`src/design/ccbm_pkg.sv`:
```
// Package: shared constants, widths and controller/datapath command types.
`timescale 1ns / 1ps
package ccbm_pkg;

  localparam int MAX_ATOMS_P = 1024;
  localparam int IDX_W       = $clog2(MAX_ATOMS_P);
  localparam int CNT_W       = IDX_W + 1;
  localparam int COORD_W     = 25;
  localparam int ABS_W       = COORD_W + 1;
  localparam int SQ_W        = 2 * ABS_W;
  localparam int SUM_W       = SQ_W + 2;
  localparam int THR_W       = 40;
  localparam int SCORE_W     = 20;
  localparam int OIDX_W      = 10;
  localparam int GAIN_W      = 12;
  localparam int NBR_W       = CNT_W;
  localparam logic [THR_W-1:0] THR_RESET = THR_W'(25000000);

  // Slot of the best-move trackers
  localparam int SLOT_U = 0;
  localparam int SLOT_V = 1;

  typedef struct packed {
    logic wr;
    logic start;
    logic rd_i;
    logic latch_i;
    logic issue_j;
    logic fold;
    logic load_out;
  } cmd_t;

  typedef struct packed {
    logic last_j;
    logic last_i;
    logic pipe_busy;
  } status_t;

endpackage

```
`src/design/ccbm_ctrl.sv`:
```
// Controller: sequences load, pair sweep per atom, fold and result hand-off.
`timescale 1ns / 1ps
module ccbm_ctrl
  import ccbm_pkg::*;
(
  input  logic    clk,
  input  logic    rst,
  input  logic    in_valid,
  input  logic    in_last,
  input  logic    res_free,
  input  status_t status,
  output logic    in_ready,
  output cmd_t    cmd
);

  typedef enum logic [2:0] {
    S_IDLE, S_RD_I, S_LATCH_I, S_SWEEP, S_DRAIN, S_FOLD, S_DONE
  } state_t;

  state_t state;
  logic   accept;

  assign in_ready = (state == S_IDLE);
  assign accept   = in_valid && in_ready;

  always_comb begin
    cmd          = '0;
    cmd.wr       = accept;
    cmd.start    = accept && in_last;
    cmd.rd_i     = (state == S_RD_I);
    cmd.latch_i  = (state == S_LATCH_I);
    cmd.issue_j  = (state == S_SWEEP);
    cmd.fold     = (state == S_FOLD);
    cmd.load_out = (state == S_DONE) && res_free;
  end

  always_ff @(posedge clk) begin
    if (rst) begin
      state <= S_IDLE;
    end else begin
      case (state)
        S_IDLE:    if (accept && in_last) state <= S_RD_I;
        S_RD_I:    state <= S_LATCH_I;
        S_LATCH_I: state <= S_SWEEP;
        S_SWEEP:   if (status.last_j) state <= S_DRAIN;
        S_DRAIN:   if (!status.pipe_busy) state <= S_FOLD;
        S_FOLD:    state <= status.last_i ? S_DONE : S_RD_I;
        S_DONE:    if (res_free) state <= S_IDLE;
        default:   state <= S_IDLE;
      endcase
    end
  end

endmodule

```
`config.mk`:
```
export PLATFORM = sky130hd
export DESIGN_NAME = ccbm_ctrl
export DESIGN_NICKNAME = d
export VERILOG_FILES = /design/src/design/ccbm_pkg.sv /design/src/design/ccbm_ctrl.sv
export SDC_FILE = /design/constraint.sdc
export NUM_CORES = 1
export LEC_CHECK = 0
export ABC_CLOCK_PERIOD_IN_PS = 1450
export BUFFER_PORTS_ARGS = -buffer_cell sky130_fd_sc_hd__buf_2
export CORE_AREA = 2 2 39 41
export CTS_CLUSTER_DIAMETER = 40
export DETAILED_ROUTE_END_ITERATION = 8
export DIE_AREA = 0 0 41 43
export GPL_TIMING_DRIVEN = 0
export PLACE_DENSITY = 0.44
export SYNTH_ARGS = -nofsm -noshare
export SYNTH_HDL_FRONTEND = slang
export SYNTH_SLANG_ARGS = --single-unit
```
`constraint.sdc`:
```
create_clock -name clk -period 1.45 [get_ports clk]
set_input_delay 0.2175 -clock clk [delete_from_list [all_inputs] [get_ports clk]]
set_output_delay 0.2175 -clock clk [all_outputs]
set_load 0.02 [all_outputs]
```
==> results of run 1 <==
[power by group]
group / total (uW) / internal, uW / switching [uW]
Combinational: 642 / 309 / 333
Sequential: 142 / 116 / 25.3
Clock: 147 / 103 / 44.2
Total: 931 / 529 / 402
[path summary, 6_finish.rpt]
kind / end / slack [ns] / cells after the start
max reg2reg: state[1] / 0.22 / 5
min: state[2] / 0.20 / 2
max: cmd[2] / 0.06 / 4
min reg2reg: state[2] / 0.62 / 2
[through the flow]
step                worst slack (ns)  cell area (um^2)  hold WS, ns  total power, uW
floorplan                     0.0659               274        0.287              535
global placement               0.182               369        0.457              662
detailed placement             0.170               369        0.458              659
CTS                          -0.0192               415        0.196              890
global route                 -0.0300               445        0.223             1010
finish                        0.0583               445        0.202              931
[Yosys cell counts, drive strengths merged]
| cell | count |
|---|---|
| a211o | 1 |
| a21oi | 3 |
| a221oi | 1 |
| a311oi | 1 |
| a31oi | 1 |
| and2 | 1 |
| and3 | 2 |
| buf | 4 |
| dfxtp | 3 |
| inv | 2 |
| mux2i | 1 |
| nand2 | 4 |
| nand2b | 1 |
| nand3b | 1 |
| nor3 | 4 |
| nor3b | 1 |
| o2111ai | 1 |
| o211ai | 1 |
| o21ai | 1 |
| or2b | 1 |
[logic make-up after synthesis]
logic type             after synthesis  synth area share, %
AND/OR/NAND/NOR                     15                 31.2
flip-flops                           3                 22.3
buffers and inverters                6                 14.4
AO/OA/AOI/OAI                       10                 28.4
multiplexers                         1                 3.72
[routing by layer]
metal  part of all wire [%]  GRT usage, %
met5                      0             0
met4                      0          4.00
met3                    4.6          1.57
met2                     45          13.4
met1                     50          12.5
[worst max-delay path, cell delays in order, from the launching register on]
cell and delay, ns:
dfxtp_1 0.31, buf_6 0.13, inv_1 0.10, nor3_2 0.21, buf_4 0.17
[final cells by class]
cell class,count,area (um^2),share of cell area [%]
Multi-Input combinational cell,26,191,43.0
Timing Repair Buffer,18,115,25.8
Sequential cell,3,62.6,14.0
Clock buffer,4,26.3,5.90
Buffer,2,22.5,5.06
Tap cell,16,20.0,4.49
Inverter,2,7.51,1.69
[timing repair]
item,in CTS,in global routing
setup buffers,1,2
cloned,0,0
gates resized for setup,5,7
setup endpoints to repair,4,4
pin swaps,2,3
==> reports/results.txt, run 1 <==
Status: finished, final reports clean
Final setup fails: 0
Synth-to-Final Area Change: 65.6%
Sequential area share after synthesis: 22.3%
Reg2Reg Launch Point: state[0]
Final Critical Period: 1.39 ns
Max reg flops: 3
Commonest cells after routing, fill and taps aside: buf_2 (11), buf_4 (5), buf_6 (4), nand2_1 (4), clkbuf_4 (3)
Layout cells sized above 1: 56.4%
Synthesized Nets: 43
Max Root-Sink Buffers: 2
Post-route ant nets: 0
CTS root buffer: clkbuf_4
Startpoint class of the critical path: flip-flop
Finished Core Util: 32.2%
GR Overflow Total: 0
Yosys top cell by area: dfxtp_1
Clock slew seen by the registers of the worst setup and hold paths: 0.04 ns
Top reg by flops: state
Worst path arrival time: 1.17 ns
Core area: 1380 um^2
FF+latch count, synth: 3
Final hold violation count: 0
RSZ-0062 raised after global routing: true
Via count of the first global-routing pass: 277
CP endpoint kind: output port
Number of DRC markers in iteration 0: 2
Pwr dens: 2090 nW/um^2
Site row count: 14
Syn Area/Cell: 7.69 um^2
Leakage: 0.000199 uW
Gate Count Post-Synth: 35
Vias/cell: 4.55
Yosys warning total: 0
H-tree depth: 1
Crit path from: state[1]
Max cap viols: 0
Largest net degree at the start of global routing: 12
Total GRT Usage: 9.13%
Routability cong.: 0.733
CTS tree: yes
Residual DRC: 0
Worst Tran Pin Value: 0.421 ns
Die area: 1760 um^2
Hold Buf Count CTS: 0
Area fraction of the dominant cell type after synthesis: 22.3%
Clock Latency Late Sink: 0.23 ns
Post-DP HPWL: 523 um
Yosys cell types: 24
Die Span Y: 43 um
WL per Instance: 10.1 um
IO Count: 16
Placed insts: 66
Wirelength, routed: 719 um
Maximum vdd drop: 556 uV
CP max FO: 9
Synth Cell Area: 269 um^2
Fmax achieved: 0.719 GHz
First-pass GRT wire length: 1140 um
Via count: 323
Crit share post-route: 96.0%
Initial core utilization: 19.4%
Slew headroom: 71.9%
Ranking of synthesized cells by area: dfxtp_1 (22%), nor3_1 (7.4%), a21oi_2 (6.5%), buf_4 (5.6%), nand2_1 (5.6%)
Crit Path Category: flip-flop to output port
Most common cell after layout, fill and taps aside: buf_2
Largest registers: state (3)
Die width: 41 um
Initial antenna violation count: 0
Initial DRT Pass Iterations: 2
# fillers: 159
Nets: 64
CTS sink cnt: 3
Non-Filler Instances: 71
Hold Crit Class: primary input to flip-flop
Max Slew Vio Count: 0
Antenna cells: 0
PortBufs: 15
CP required: 1.23 ns
Setup TNS: 0 ns
Clock Skews: 0.00483 ns
Hold_sp: rst
Total CTS buffers: 3
Note: power is estimated with default switching activity, not from simulation.
==> run 2: changes to the inputs <==
--- a/config.mk
+++ b/config.mk
@@ -5,7 +5,7 @@
 export SDC_FILE = /design/constraint.sdc
 export NUM_CORES = 1
 export LEC_CHECK = 0
-export ABC_CLOCK_PERIOD_IN_PS = 1450
+export ABC_CLOCK_PERIOD_IN_PS = 1500
 export BUFFER_PORTS_ARGS = -buffer_cell sky130_fd_sc_hd__buf_2
 export CORE_AREA = 2 2 39 41
 export CTS_CLUSTER_DIAMETER = 40
==> constraint.sdc (replaced) <==
create_clock -name clk -period 1.5 [get_ports clk]
set_input_delay 0.225 -clock clk [delete_from_list [all_inputs] [get_ports clk]]
set_output_delay 0.225 -clock clk [all_outputs]
set_load 0.02 [all_outputs]
==> run 2 against run 1 <==
Net effect:
- global-route usage is the same
- wire length rose by 0.56%
- combinational power decreased by 5.0%
- clock power shrank 3%
- flip-flop and latch count unchanged
- clock-buffer cell count is the same
- total power decreased by 4.5%
- sequential power down 4%
- non-clock buffer count did not move
- final area shrank 2.0%
- clock skew unchanged
- via count stayed put
- largest cell class unchanged
- largest power group unchanged
==> reports/results.txt, run 2 (synthesis results as in run 1) <==
Slew headroom: 71.9% (unchanged)
Final hold slack: 0.209 ns (was 0.202 ns)
CP endpoint kind: output port (unchanged)
Number of DRC markers in iteration 0: 2 (unchanged)
Reg area: 62.6 um^2 (unchanged)
Die width: 41 um (unchanged)
Leakage: 0.000198 uW (was 0.000199 uW)
Worst Tran Pin Value: 0.421 ns (unchanged)
Initial antenna violation count: 0 (unchanged)
Crit share post-route: 94.2%
GR Overflow Total: 0 (unchanged)
Clock slew seen by the registers of the worst setup and hold paths: 0.04 ns (about the same)
Commonest cells after routing, fill and taps aside: buf_2 (13), nand2_1 (4), buf_4 (4), buf_6 (3), clkbuf_4 (3) (was buf_2 (11), buf_4 (5), buf_6 (4), nand2_1 (4), clkbuf_4 (3))
Layout cells sized above 1: 56.4% (unchanged)
Maximum vdd drop: 537 uV (was 556 uV)
Residual DRC: 0 (unchanged)
Largest net degree at the start of global routing: 12 (unchanged)
Die area: 1760 um^2 (unchanged)
Max Slew Vio Count: 0 (unchanged)
CTS tree: yes (unchanged)
Total CTS buffers: 3 (unchanged)
Reg2Reg Launch Point: state[0] (unchanged)
Initial core utilization: 19.4% (unchanged)
Via count of the first global-routing pass: 277 (unchanged)
Top reg by flops: state (unchanged)
Final setup fails: 0 (unchanged)
Nets: 64 (unchanged)
CP required: 1.27 ns (was 1.23 ns)
Finished Core Util: 31.6% (was 32.2%)
WL per Instance: 10.2 um (was 10.1 um)
CTS root buffer: clkbuf_4 (unchanged)
Core area: 1380 um^2 (unchanged)
Hold_sp: rst (unchanged)
Vias/cell: 4.55 (unchanged)
Final worst slack: 0.0870 ns (was 0.0583 ns)
Crit Path Category: flip-flop to output port (unchanged)
First-pass GRT wire length: 1140 um (unchanged)
# fillers: 160 (was 159)
Worst slack at placement: 0.212 ns (was 0.170 ns)
Largest registers: state (3) (unchanged)
Startpoint class of the critical path: flip-flop (unchanged)
PortBufs: 15 (unchanged)
Multi-input gate area: 191 um^2 (unchanged)
Final Critical Period: 1.41 ns
Site row count: 14 (unchanged)
IO Count: 16 (unchanged)
Via count: 323 (unchanged)
Initial DRT Pass Iterations: 2 (unchanged)
CP max FO: 9 (unchanged)
Clock Latency Late Sink: 0.23 ns (about the same)
Fmax achieved: 0.708 GHz
CTS sink cnt: 3 (unchanged)
Worst Hold Depth: 2 (unchanged)
Hold Crit Class: primary input to flip-flop (unchanged)
Die Span Y: 43 um (unchanged)
Setup slack, reg-to-reg: 0.27 ns (was 0.22 ns)
Routability cong.: 0.733 (unchanged)
H-tree depth: 1 (unchanged)
Hold endpoint: state[2] (unchanged)
Depth of the most critical reg-to-reg path: 5 (unchanged)
Placed instance area: 369 um^2 (unchanged)
Setup TNS: 0 ns (unchanged)
Post-route ant nets: 0 (unchanged)
Clock Skews: 0.00483 ns (unchanged)
Pwr dens: 2040 nW/um^2 (was 2090 nW/um^2)
Max reg flops: 3 (unchanged)
Status: finished, final reports clean (unchanged)
Worst R2R End: state[1] (unchanged)
Wirelength, routed: 723 um (was 719 um)
Post-route cell area: 437 um^2 (was 445 um^2)
Max Root-Sink Buffers: 2 (unchanged)
Worst path arrival time: 1.19 ns (was 1.17 ns)
Most common cell after layout, fill and taps aside: buf_2 (unchanged)
Max cap viols: 0 (unchanged)
Final hold violation count: 0 (unchanged)
RSZ-0062 raised after global routing: false (was true)
Hold Buf Count CTS: 0 (unchanged)
Synth-to-Final Area Change: 62.3% (was 65.6%)
Post-DP HPWL: 523 um (unchanged)
Total GRT Usage: 9.13% (unchanged)
Antenna cells: 0 (unchanged)
==> run 2: changes by cell type in the layout (fill, tap and decap cells not counted) <==
cell   previous run  this run
buf_4             5         4
buf_6             4         3
buf_2            11        13
==> run 2: worst max-delay path by stage <==
stage / cells after the start / slack [ns] / to / startpoint
floorplan: 5 / 0.12 / state[2] / state[0]
global placement: 5 / 0.22 / cmd[6] / state[0]
detailed placement: 5 / 0.21 / cmd[6] / state[0]
CTS: 5 / 0.002 / cmd[6] / state[1]
global route: 4 / 0.01 / cmd[3] / state[1]
finish: 4 / 0.09 / cmd[2] / state[1]
==> run 2: report_power, final <==
part | total [uW] | switching [uW] | leakage, uW | internal [uW]
registers | 137 | 24.5 | 0.0000254 | 113
clock network | 142 | 42.7 | 0.0000150 | 99.8
logic | 610 | 321 | 0.000158 | 289
total | 889 | 388 | 0.000198 | 501
==> run 2: worst max-delay path: stages, from the launching register on <==
cell	delay, ns
dfxtp_1	0.31
buf_6	0.13
inv_1	0.10
nor3_2	0.20
buf_2	0.20
==> run 2: routing by layer <==
| metal | share of wire [%] | GRT usage [%] | up-vias | wire [um] |
|---|---|---|---|---|
| met2 | 46 | 13.4 | 8 | 329 |
| met1 | 50 | 12.5 | 146 | 359 |
| li1 | - | - | 169 | - |
| met5 | 0 | 0 | - | 0 |
| met3 | 4.7 | 1.57 | 0 | 34 |
| met4 | 0 | 4.00 | 0 | 0 |
==> run 2: final cells by class <==
class / instances / area share (%)
multi-input cells: 26 / 43.8
repair buffers: 18 / 24.4
flip-flops and latches: 3 / 14.3
clock buffers: 4 / 6.02
plain buffers: 2 / 5.16
well taps: 16 / 4.58
inverters: 2 / 1.72
==> run 2: stage by stage <==
step	instances	power [uW]
after floorplan	35	517
after global placement	66	640
after detailed placement	66	637
after CTS	70	842
after global routing	71	962
final	71	889
==> run 2: what timing repair did <==
action                                  in CTS  in global routing
setup buffers                                1                  2
resized for setup                            3                  6
endpoints found under the setup margin       1                  4
pin swaps                                    1                  2
